--- config.mk ---
export PLATFORM = sky130hd
export DESIGN_NAME = kcc_controller
export DESIGN_NICKNAME = d
export VERILOG_FILES = /design/src/rtl/kcc_pkg.sv /design/src/rtl/kcc_controller.sv
export SDC_FILE = /design/constraint.sdc
export NUM_CORES = 1
export LEC_CHECK = 0
export ABC_CLOCK_PERIOD_IN_PS = 2360
export BUFFER_PORTS_ARGS = -buffer_cell sky130_fd_sc_hd__buf_2
export CAP_MARGIN = 20
export CORE_ASPECT_RATIO = 1.1
export CORE_MARGIN = 3
export CORE_UTILIZATION = 31
export DETAILED_ROUTE_END_ITERATION = 8
export PLACE_DENSITY_LB_ADDON = 0.08
export SLEW_MARGIN = 20
export SYNTH_ARGS = -nofsm -noshare
export SYNTH_HDL_FRONTEND = slang
export SYNTH_SLANG_ARGS = --single-unit
--- constraint.sdc ---
create_clock -name clk -period 2.36 [get_ports clk]
set_input_delay 0.118 -clock clk [delete_from_list [all_inputs] [get_ports clk]]
set_output_delay 0.118 -clock clk [all_outputs]
set_load 0.005 [all_outputs]
--- src/rtl/kcc_pkg.sv ---
`timescale 1ns / 1ps
package kcc_pkg;

  // defaults for the top level parameters
  localparam int CLUSTERS_DEF  = 3;
  localparam int DIMENSION_DEF = 64;

  // field widths
  localparam int POINT_W  = 64;
  localparam int ACTION_W = 2;
  localparam int SLOT_W   = 2;
  localparam int ID_W     = 2;
  localparam int SHIFT_W  = 21;
  localparam int DIM_W    = 7;
  localparam int CFG_W    = 21;
  localparam int CFG_IDX_W = 1;

  // datapath widths, sized for the largest dimension
  localparam int VAL_W   = 17;
  localparam int DOT_W   = 23;
  localparam int DSQ_W   = 46;
  localparam int NORM_W  = 39;
  localparam int PROD_W  = 85;
  localparam int SQ_W    = 40;
  localparam int DIVD_W  = 34;
  localparam int ROOT_W  = 20;
  localparam int IT_W    = 6;
  localparam int C_MAX_W = 4;
  localparam int J_MAX_W = 6;

  localparam logic [VAL_W-1:0]   ONE_Q16   = 17'd65536;
  localparam logic [VAL_W-1:0]   ACC_MAX   = 17'd131071;
  localparam logic [SHIFT_W-1:0] SHIFT_MAX = 21'd2097151;
  localparam logic [SHIFT_W-1:0] THRESHOLD_RESET = 21'd655;
  localparam logic [DIM_W-1:0]   DIMENSION_RESET = 7'd64;

  // actions
  localparam logic [ACTION_W-1:0] ACT_LOAD   = 2'd0;
  localparam logic [ACTION_W-1:0] ACT_ASSIGN = 2'd1;
  localparam logic [ACTION_W-1:0] ACT_END    = 2'd2;

  // register indexes
  localparam logic [CFG_IDX_W-1:0] REG_THRESHOLD = 1'd0;
  localparam logic [CFG_IDX_W-1:0] REG_DIMENSION = 1'd1;

  // datapath operations
  localparam logic [4:0] OP_NONE       = 5'd0;
  localparam logic [4:0] OP_ACCEPT     = 5'd1;
  localparam logic [4:0] OP_CLEAR      = 5'd2;
  localparam logic [4:0] OP_LOAD       = 5'd3;
  localparam logic [4:0] OP_LOAD_FIN   = 5'd4;
  localparam logic [4:0] OP_DOT_RD     = 5'd5;
  localparam logic [4:0] OP_DOT_TAIL   = 5'd6;
  localparam logic [4:0] OP_SQ         = 5'd7;
  localparam logic [4:0] OP_MUL_START  = 5'd8;
  localparam logic [4:0] OP_MUL        = 5'd9;
  localparam logic [4:0] OP_TAKE       = 5'd10;
  localparam logic [4:0] OP_ACC_RD     = 5'd11;
  localparam logic [4:0] OP_ACC_TAIL   = 5'd12;
  localparam logic [4:0] OP_END_RD     = 5'd13;
  localparam logic [4:0] OP_DIV_START  = 5'd14;
  localparam logic [4:0] OP_DIV        = 5'd15;
  localparam logic [4:0] OP_END_WR     = 5'd16;
  localparam logic [4:0] OP_SQRT_START = 5'd17;
  localparam logic [4:0] OP_SQRT       = 5'd18;
  localparam logic [4:0] OP_SQRT_FIN   = 5'd19;
  localparam logic [4:0] OP_END_FIN    = 5'd20;
  localparam logic [4:0] OP_RESULT     = 5'd21;

  typedef struct packed {
    logic [4:0]         op;
    logic [C_MAX_W-1:0] c;
    logic [J_MAX_W-1:0] j;
  } cmd_t;

  typedef struct packed {
    logic cand;
    logic have;
    logic gt;
    logic mul_done;
    logic div_done;
    logic sqrt_done;
    logic cnt_zero;
    logic out_free;
  } stat_t;

endpackage

--- src/rtl/kcc_controller.sv ---
`timescale 1ns / 1ps
module kcc_controller #(
  parameter int CLUSTERS  = kcc_pkg::CLUSTERS_DEF,
  parameter int DIMENSION = kcc_pkg::DIMENSION_DEF
) (
  input  logic                          clk,
  input  logic                          rst,
  input  logic                          in_valid,
  output logic                          in_ready,
  input  logic [kcc_pkg::ACTION_W-1:0]  in_action,
  input  logic [kcc_pkg::SLOT_W-1:0]    in_slot,
  output kcc_pkg::cmd_t                 cmd,
  input  kcc_pkg::stat_t                stat
);
  localparam int CW = $clog2(CLUSTERS);
  localparam int JW = (DIMENSION > 1) ? $clog2(DIMENSION) : 1;

  localparam logic [4:0] ST_CLEAR      = 5'd0;
  localparam logic [4:0] ST_IDLE       = 5'd1;
  localparam logic [4:0] ST_LOAD       = 5'd2;
  localparam logic [4:0] ST_LOAD_FIN   = 5'd3;
  localparam logic [4:0] ST_DOT        = 5'd4;
  localparam logic [4:0] ST_DOT_TAIL   = 5'd5;
  localparam logic [4:0] ST_SQ         = 5'd6;
  localparam logic [4:0] ST_MUL_START  = 5'd7;
  localparam logic [4:0] ST_MUL        = 5'd8;
  localparam logic [4:0] ST_DECIDE     = 5'd9;
  localparam logic [4:0] ST_ACC        = 5'd10;
  localparam logic [4:0] ST_ACC_TAIL   = 5'd11;
  localparam logic [4:0] ST_END_CL     = 5'd12;
  localparam logic [4:0] ST_END_RD     = 5'd13;
  localparam logic [4:0] ST_DIV_START  = 5'd14;
  localparam logic [4:0] ST_DIV        = 5'd15;
  localparam logic [4:0] ST_END_WR     = 5'd16;
  localparam logic [4:0] ST_SQRT_START = 5'd17;
  localparam logic [4:0] ST_SQRT       = 5'd18;
  localparam logic [4:0] ST_SQRT_FIN   = 5'd19;
  localparam logic [4:0] ST_END_FIN    = 5'd20;
  localparam logic [4:0] ST_RESULT     = 5'd21;

  logic [4:0] state, state_next;
  logic [CW-1:0] c, c_next;
  logic [JW-1:0] j, j_next;
  logic c_last, j_last;

  assign c_last = c == CW'(CLUSTERS - 1);
  assign j_last = j == JW'(DIMENSION - 1);

  always_ff @(posedge clk) begin
    if (rst) begin
      state <= ST_CLEAR;
      c     <= '0;
      j     <= '0;
    end else begin
      state <= state_next;
      c     <= c_next;
      j     <= j_next;
    end
  end

  always_comb begin
    state_next = state;
    c_next     = c;
    j_next     = j;
    in_ready   = 1'b0;
    cmd.op     = kcc_pkg::OP_NONE;
    cmd.c      = kcc_pkg::C_MAX_W'(c);
    cmd.j      = kcc_pkg::J_MAX_W'(j);
    case (state)
      ST_CLEAR: begin
        cmd.op = kcc_pkg::OP_CLEAR;
        j_next = j + JW'(1);
        if (j_last) begin
          j_next = '0;
          c_next = c + CW'(1);
          if (c_last) begin
            c_next     = '0;
            state_next = ST_IDLE;
          end
        end
      end
      ST_IDLE: begin
        in_ready = 1'b1;
        if (in_valid) begin
          cmd.op = kcc_pkg::OP_ACCEPT;
          c_next = '0;
          j_next = '0;
          case (in_action)
            kcc_pkg::ACT_LOAD: begin
              if (int'(in_slot) < CLUSTERS) begin
                c_next     = CW'(in_slot);
                state_next = ST_LOAD;
              end else begin
                state_next = ST_RESULT;
              end
            end
            kcc_pkg::ACT_ASSIGN: state_next = ST_DOT;
            kcc_pkg::ACT_END:    state_next = ST_END_CL;
            default:             state_next = ST_RESULT;
          endcase
        end
      end
      ST_LOAD: begin
        cmd.op = kcc_pkg::OP_LOAD;
        j_next = j + JW'(1);
        if (j_last) begin
          j_next     = '0;
          state_next = ST_LOAD_FIN;
        end
      end
      ST_LOAD_FIN: begin
        cmd.op     = kcc_pkg::OP_LOAD_FIN;
        state_next = ST_RESULT;
      end
      ST_DOT: begin
        cmd.op = kcc_pkg::OP_DOT_RD;
        j_next = j + JW'(1);
        if (j_last) begin
          j_next     = '0;
          state_next = ST_DOT_TAIL;
        end
      end
      ST_DOT_TAIL: begin
        cmd.op     = kcc_pkg::OP_DOT_TAIL;
        state_next = ST_SQ;
      end
      ST_SQ: begin
        cmd.op = kcc_pkg::OP_SQ;
        if (stat.cand && !stat.have) begin
          state_next = ST_DECIDE;
        end else if (stat.cand) begin
          state_next = ST_MUL_START;
        end else if (c_last) begin
          state_next = ST_ACC;
        end else begin
          c_next     = c + CW'(1);
          state_next = ST_DOT;
        end
      end
      ST_MUL_START: begin
        cmd.op     = kcc_pkg::OP_MUL_START;
        state_next = ST_MUL;
      end
      ST_MUL: begin
        cmd.op = kcc_pkg::OP_MUL;
        if (stat.mul_done) state_next = ST_DECIDE;
      end
      ST_DECIDE: begin
        // first candidate is taken outright, later ones only when strictly better
        if (!stat.have || stat.gt) cmd.op = kcc_pkg::OP_TAKE;
        if (c_last) begin
          state_next = ST_ACC;
        end else begin
          c_next     = c + CW'(1);
          state_next = ST_DOT;
        end
      end
      ST_ACC: begin
        cmd.op = kcc_pkg::OP_ACC_RD;
        j_next = j + JW'(1);
        if (j_last) begin
          j_next     = '0;
          state_next = ST_ACC_TAIL;
        end
      end
      ST_ACC_TAIL: begin
        cmd.op     = kcc_pkg::OP_ACC_TAIL;
        state_next = ST_RESULT;
      end
      ST_END_CL: begin
        j_next = '0;
        if (!stat.cnt_zero) begin
          state_next = ST_END_RD;
        end else if (c_last) begin
          state_next = ST_END_FIN;
        end else begin
          c_next = c + CW'(1);
        end
      end
      ST_END_RD: begin
        cmd.op     = kcc_pkg::OP_END_RD;
        state_next = ST_DIV_START;
      end
      ST_DIV_START: begin
        cmd.op     = kcc_pkg::OP_DIV_START;
        state_next = ST_DIV;
      end
      ST_DIV: begin
        cmd.op = kcc_pkg::OP_DIV;
        if (stat.div_done) state_next = ST_END_WR;
      end
      ST_END_WR: begin
        cmd.op = kcc_pkg::OP_END_WR;
        j_next = j + JW'(1);
        state_next = ST_END_RD;
        if (j_last) begin
          j_next     = '0;
          state_next = ST_SQRT_START;
        end
      end
      ST_SQRT_START: begin
        cmd.op     = kcc_pkg::OP_SQRT_START;
        state_next = ST_SQRT;
      end
      ST_SQRT: begin
        cmd.op = kcc_pkg::OP_SQRT;
        if (stat.sqrt_done) state_next = ST_SQRT_FIN;
      end
      ST_SQRT_FIN: begin
        cmd.op = kcc_pkg::OP_SQRT_FIN;
        if (c_last) begin
          state_next = ST_END_FIN;
        end else begin
          c_next     = c + CW'(1);
          state_next = ST_END_CL;
        end
      end
      ST_END_FIN: begin
        cmd.op     = kcc_pkg::OP_END_FIN;
        state_next = ST_RESULT;
      end
      ST_RESULT: begin
        if (stat.out_free) begin
          cmd.op     = kcc_pkg::OP_RESULT;
          state_next = ST_IDLE;
        end
      end
      default: state_next = ST_IDLE;
    endcase
  end

endmodule

# Yosys cells after proc, flatten, opt, wreduce, memory -nomap -nowiden
# Cells that the tools add are included.
# totals
inputBits,15
reg_bits,13
word_cells,96
output_inout_bits,16
# op_classes
n_eq_ne,39
n_mux,38
order_cmp,1
reduce_logical,13
add_sub_neg,2
# ops
operator,n
$pmux W5 S21,1
$pmux W5 S20,1
$mux W5,16
$eq A5 B4 Y1 const B,8
$eq A5 B5 Y1 const B,6
$ne A2 B2 Y1 const B,13
$eq A5 B3 Y1 const B,4
$mux W2,9
$pmux W6 S3,1
$mux W4,4
$pmux W5 S3,1
$mux W6,2
$reduce_and A11 Y1,1
$eq A5 B2 Y1 const B,2
$pmux W2 S5,1
$add A6 B1 Y6 const B,1
$eq A6 B6 Y1 const B,1
$reduce_and A6 Y1,1
$eq A5 B1 Y1 const B,1
$logic_not A5 Y1,1
$reduce_bool A5 Y1,1
$reduce_or A5 Y1,1
$eq A2 B2 Y1 const B,2
$ne A3 B3 Y1 const B,1
12 further kinds,13

# Longest topological paths before layout
# Gate-level depths: netlist (run 1).
# logic_depth
word_depth,5
mapped_depth,8
depth_no_buf,7

# Worst setup path after synthesis (run 1)
# Ideal clock, no wire load.
# synth_path
path_type,reg-to-reg
start,register c[0]
end,register state[0]
n_path_buf,0
required_time_ns,2.237
slack_ns,0.433
setup_ns,0.123
synth_period_minus_slack_ns,1.927
path_stages_with_launch,8
t_arrival_ns,1.804
cell_sequence,dfxtp_1 > inv_1 > ha_1 > or4b_1 > o21ai_0 > a31oi_1 > and2_4 > mux2_1
# synth_via
elab_chain_cells,3
word_cells_on_any_way,4
classes_between,eq/ne (3); reduce/logical (1)
# synth_rtl
item,line_no,text
"start, declared",kcc_controller.sv:42,"logic [CW-1:0] c, c_next;"
"start signal, assigned",kcc_controller.sv:56,c <= c_next;
$eq A2 B2 Y1 (*),kcc_controller.sv:46,assign c_last = c == CW'(CLUSTERS - 1);
$ne A3 B3 Y1 (no source line) / $ne A2 B2 Y1 (equally long branches),-,
$reduce_and A11 Y1 (no source line) (*),-,
"end signal, assigned",kcc_controller.sv:55,state <= state_next;
"end, declared",kcc_controller.sv:41,"logic [4:0] state, state_next;"
# Every way passes the cells marked *; elsewhere a longest branch is shown, timed or not.
# A chain may end at the register's enable or synchronous reset.

# Worst setup path in the final report (run 1)
# Same ends and word-level chain as after synthesis.

==> impl_metrics.tcl, run 1 <==
set metrics [dict create \
    mapped_area_sq_um 1700 \
    grt.total_usage_pct 17.6 \
    fin_worst_hold_slack_ns 0.249 \
    finClkSkew_ns 0.00231 \
    cts_bufs_inserted 3 \
    detail_route.drc_violations 0 \
    synth_top_cell_area_share_pct 15.3 \
    final_util_pct 38.4 \
    area_growth_pct 16.8 \
    min-delay-path-class "in -> reg" \
    yosysSeqAreaShare_pct 15.3 \
    avgViaCountPerCell 5.72 \
    cts_max_path_buffers 2 \
    cp_slowest_stage_delay_ns 0.48 \
    grt_first_pass_wirelength_um 9330 \
    maxClockFrequency_ghz 0.474 \
    gr_ovfl_total 0 \
    power.leakage_nw 0.804 \
    timing.hold.worst.start "rst" \
    die-width_um 76.6 \
    cts.sink_count 13 \
    clock_latency_ns 0.24 \
    crit_path_end_kind "flip-flop" \
    antenna_diode_count 0 \
    worstPathMaxFanout 6 \
    period_minus_slack_ns 2.11 \
    number_of_synthesized_flops_with_an_enable_pin 0 \
    post_synth_most_frequent_cells "sky130_fd_sc_hd__nand2_1, sky130_fd_sc_hd__nor2_1, sky130_fd_sc_hd__nand3_1" \
    number_of_port_buffers 28 \
    worstPathArrival_ns 2.24 \
    gp_congestion 0.859 \
    finish.instance_area_sq_um 1990 \
    synth_cell_type_count 62 \
    drtIter0Drc 141 \
    placedInstanceArea_sq_um 1940 \
    final.period_utilization_pct 89.4 \
    critical_path.cell_chain "inv_1 -> ha_2 -> or4b_1 -> o21ai_0 -> a31oi_1 -> and2_4 -> mux2_1" \
    finalHoldViolations 0 \
    setup.worst_path.class "reg -> reg" \
    critical_path.startpoint_type "flip-flop" \
    io-pin-count 31 \
    postRouteAntennaNets 0 \
    initial_utilization_pct 32.9 \
    max_slew_margin_pct 50.1 \
    critical_path_slowest_stage_cell "sky130_fd_sc_hd__or4b_1" \
    drtPass1Iterations 4 \
    clk_pin_slew_worst_paths_ns 0.06 \
    fill_cells 589 \
    root_buf_cell "sky130_fd_sc_hd__clkbuf_8" \
    vdd_drop_max_uv 198 \
    synthesis.yosys.warnings 0 \
    grt_start_max_net_pins 35 \
    run_status "finished clean" \
    synth-seq-cells 13 \
    synthCells 242 \
    row_count 27 \
    synth_top_flop_cell "sky130_fd_sc_hd__dfxtp_1" \
    worstReg2RegStart "c[0]" \
    dr_total_vias 1949 \
    tritoncts "built" \
    wire_length_reported_by_the_detailed_router_um 5460 \
    power.density_cell_area_nw_per_um2 246 \
    post_route_cells_drive_above_1_share_pct 20.1 \
    setup-violations-final 0 \
    timing.setup.tns_ns 0 \
    tightest_slew_ns 0.748 \
    path_buf_inv 1 \
    totalPowerFinal_mw 0.488 \
    cts.htree.levels 1 \
    place_hpwl_um 4150 \
    routedWlPerCell_um 16.0 \
    antenna_violations_before_repair 0 \
    ys_async_sr_fraction_pct 0 \
    cp_top_family "simple AND/OR/NAND/NOR gates" \
    post_synth.cell_area_avg_sq_um 7.03 \
    vias_in_the_first_global_route 1861 \
    post-synth-top-area-cell "sky130_fd_sc_hd__dfxtp_1" \
    netlist_top_cells_area "sky130_fd_sc_hd__dfxtp_1, sky130_fd_sc_hd__ha_1, sky130_fd_sc_hd__nand2b_1" \
    die_outline_height_um 83.7 \
    crit_path_from "c[0]" \
    finish.net_count 292 \
    timing.final.max_slew_violations 0 \
    critPathRequiredTime_ns 2.49 \
    core_region_area_sq_um 5170 \
    rsz0062_at_grt "no" \
    die_area_sq_um 6410 \
    drv.max_cap_violation_count 0 \
]
## cells in the final DEF, fill, tap and decap left out, types with 3 or more instances in the layout
cell type and n:
sky130_fd_sc_hd__clkbuf_8 3, sky130_fd_sc_hd__nand2b_1 13, sky130_fd_sc_hd__a21oi_1 10, sky130_fd_sc_hd__o211ai_1 5
sky130_fd_sc_hd__o21ai_0 12, sky130_fd_sc_hd__inv_1 13, sky130_fd_sc_hd__buf_2 28, sky130_fd_sc_hd__ha_1 6
sky130_fd_sc_hd__nand2_1 17, sky130_fd_sc_hd__nand3_1 14, sky130_fd_sc_hd__a21boi_0 3, sky130_fd_sc_hd__nor3_1 7
sky130_fd_sc_hd__buf_4 15, sky130_fd_sc_hd__a211oi_1 5, sky130_fd_sc_hd__nor3b_1 4, sky130_fd_sc_hd__o32ai_1 3
sky130_fd_sc_hd__and3_1 3, sky130_fd_sc_hd__a21o_1 3, sky130_fd_sc_hd__a221oi_1 3, sky130_fd_sc_hd__a31oi_1 9
sky130_fd_sc_hd__nor2_1 17, sky130_fd_sc_hd__nor2b_1 7, sky130_fd_sc_hd__o22ai_1 7, sky130_fd_sc_hd__dfxtp_1 13
## cells by family (layout without fill, tap and decap cells)
group | Yosys count | in the layout | synth area share (%)
AO/OA/AOI/OAI | 81 | 81 | 33.6
XOR/XNOR | 1 | 1 | 0.515
adder cells (fa/ha/maj) | 7 | 7 | 5.15
buffers and inverters | 35 | 61 | 10.4
flip-flops | 13 | 13 | 15.3
multiplexers | 2 | 2 | 1.25
other | 1 | 2 | 0.221
AND/OR/NAND/NOR | 102 | 102 | 33.5
## registers in the layout, indices dropped and copies added, names as in the netlist
signal  cells
j           6
state       5
c           2
## worst paths after layout
| kind | to | slack [ns] | depth (start not counted) |
|---|---|---|---|
| worst max register to register | state[0] | 0.25 | 7 |
| worst min register to register | j[5] | 0.49 | 2 |
| worst min-delay path | j[1] | 0.25 | 2 |
| worst max-delay path | state[0] | 0.25 | 7 |
## metrics by stage
stage	cells	setup WS, ns
3_5_place_dp	337	0.232
4_1_cts	341	0.191
5_1_grt	341	0.0705
2_1_floorplan	243	0.433
3_3_place_gp	337	0.198
6_report	341	0.250
## power breakdown
| group | total [mW] | switching (mW) | internal [mW] |
|---|---|---|---|
| registers | 0.230 | 0.00577 | 0.224 |
| clock network | 0.202 | 0.0827 | 0.119 |
| logic | 0.0559 | 0.0304 | 0.0255 |
## what timing repair did
action	4_1_cts	5_1_grt
endpoints found under the setup margin	0	1
setup buffers	0	0
hold buffers	0	0
resized for setup	0	1
## layer usage
layer	GRT usage (%)	vias to the layer above	wire length (um)
met3	3.89	12	259
li1	-	965	-
met1	24.0	928	2550
met2	27.5	44	2490
met5	0	-	0
met4	5.44	0	156
## final cells by class
cell class / instances / area, sq um / area share (%)
Clock buffer: 4 / 45.0 / 2.27
Inverter: 13 / 48.8 / 2.46
Multi-Input combinational cell: 195 / 1270 / 63.9
Sequential cell: 13 / 260 / 13.1
Tap cell: 72 / 90.1 / 4.54
Timing Repair Buffer: 44 / 273 / 13.7
## worst reg2reg max path: cells and delay by family, from the launching register on
kind / cells / cell delay (ns)
AO/OA/AOI/OAI: 2 / 0.26
adder cells (fa/ha/maj): 1 / 0.24
buffers and inverters: 1 / 0.10
flip-flops: 1 / 0.39
multiplexers: 1 / 0.30
AND/OR/NAND/NOR: 2 / 0.70
Power figures use the tool's default switching activity.
==> run 2, diff against run 1 <==
- PLACE_DENSITY_LB_ADDON: 0.08 -> 0.3
==> impl_metrics.tcl, run 2 (synthesis gave the netlist of run 1 again) <==
set metrics [dict create \
    avgViaCountPerCell 5.84 \
    dr_total_vias 1979 \
    tightest_slew_ns 0.604 \
    period_minus_slack_ns 2.13 \
    cts_max_path_buffers 2 \
    die_outline_height_um 83.7 \
    mostFrequentLayoutCell "sky130_fd_sc_hd__buf_2" \
    detail_route.drc_violations 0 \
    vias_in_the_first_global_route 1777 \
    cts.sink_count 13 \
    fill_cells 558 \
    io-pin-count 31 \
    run_status "finished clean" \
    critPathRequiredTime_ns 2.47 \
    cts.htree.levels 1 \
    row_count 27 \
    drtPass1Iterations 5 \
    drv.max_cap_violation_count 0 \
    post_route_cells_drive_above_1_share_pct 19.1 \
    drtIter0Drc 190 \
    timing.setup.tns_ns 0 \
    root_buf_cell "sky130_fd_sc_hd__clkbuf_8" \
    reg_top3 "j (6), state (5), c (2)" \
    largest_register_ffs 6 \
    finish.net_count 290 \
    clk_pin_slew_worst_paths_ns 0.05 \
    die-width_um 76.6 \
    totalPowerFinal_mw 0.482 \
    tritoncts "built" \
    postCtsResizedCells 0 \
    postCtsSetupRepairBufs 0 \
    timing.final.max_slew_violations 0 \
    clock_latency_ns 0.24 \
    min-delay-path-class "in -> reg" \
    gr_ovfl_total 0 \
    placedInstanceArea_sq_um 1910 \
    cts_bufs_inserted 3 \
    regMostFlops "j" \
    power.density_cell_area_nw_per_um2 247 \
    worstPathArrival_ns 2.24 \
    final_util_pct 37.8 \
    rsz0062_at_grt "no" \
    top_library_cells_by_usage_in_the_layout_fill_and_taps_aside "sky130_fd_sc_hd__buf_2, sky130_fd_sc_hd__nor2_1, sky130_fd_sc_hd__nand2_1" \
    setup-violations-final 0 \
    wire_length_reported_by_the_detailed_router_um 5290 \
    finClkSkew_ns 0.00321 \
    grt_start_max_net_pins 19 \
    gp_congestion 0.921 \
    place_worst_setup_slack_ns 0.257 \
    antenna_diode_count 0 \
    worstPathMaxFanout 18 \
    core_region_area_sq_um 5170 \
    grt_first_pass_wirelength_um 8860 \
    final.period_utilization_pct 90.1 \
    finalHoldViolations 0 \
    routedWlPerCell_um 15.6 \
    number_of_port_buffers 28 \
    place_hpwl_um 4050 \
    cts_hold_buf 0 \
    setup.worst_path.class "reg -> reg" \
    max_slew_margin_pct 59.7 \
    antenna_violations_before_repair 0 \
    crit_path_end_kind "flip-flop" \
    maxClockFrequency_ghz 0.470 \
    finish.instance_area_sq_um 1960 \
    initial_utilization_pct 32.9 \
    critical_path.startpoint_type "flip-flop" \
    die_area_sq_um 6410 \
    grt.total_usage_pct 16.3 \
    vdd_drop_max_uv 139 \
    power.leakage_nw 0.793 \
    dp.cells 335 \
    post-route-worst-setup-slack_ns 0.234 \
    fin_worst_hold_slack_ns 0.236 \
    final_cells 339 \
    area_growth_pct 15.0 \
    postRouteAntennaNets 0 \
]
==> run 2: final cells by class <==
class                   instances  area, sq um  share of cell area, %
repair buffers                 42          245                   12.5
multi-input cells             195         1270                   64.7
clock buffers                   4         45.0                   2.30
well taps                      72         90.1                   4.61
flip-flops and latches         13          260                   13.3
inverters                      13         48.8                   2.50
==> run 2: final timing paths <==
path	from	to	slack [ns]	cells after the start
worst max-delay path	state[3]	c[0]	0.23	6
worst max register to register	state[3]	c[0]	0.23	6
worst min-delay path	rst	j[1]	0.24	2
worst min register to register	j[5]	j[5]	0.49	2
==> run 2: layer usage <==
metal / share of wire, % / track usage (%)
met1: 45 / 22.6
met2: 47 / 26.0
met3: 7.4 / 2.81
met4: 1.4 / 4.28
met5: 0 / 0
==> run 2: worst max-delay path: stages (launching register included) <==
cell and delay, ns:
sky130_fd_sc_hd__dfxtp_1 0.48, sky130_fd_sc_hd__buf_4 0.26, sky130_fd_sc_hd__or3b_1 0.39, sky130_fd_sc_hd__or2_1 0.29, sky130_fd_sc_hd__o311a_1 0.16, sky130_fd_sc_hd__a221oi_1 0.29
sky130_fd_sc_hd__a211oi_1 0.13
==> run 2: where the power goes <==
group          switching [mW]  internal [mW]
Clock                  0.0768          0.119
Sequential            0.00639          0.224
Combinational          0.0304         0.0255
Total                   0.114          0.369
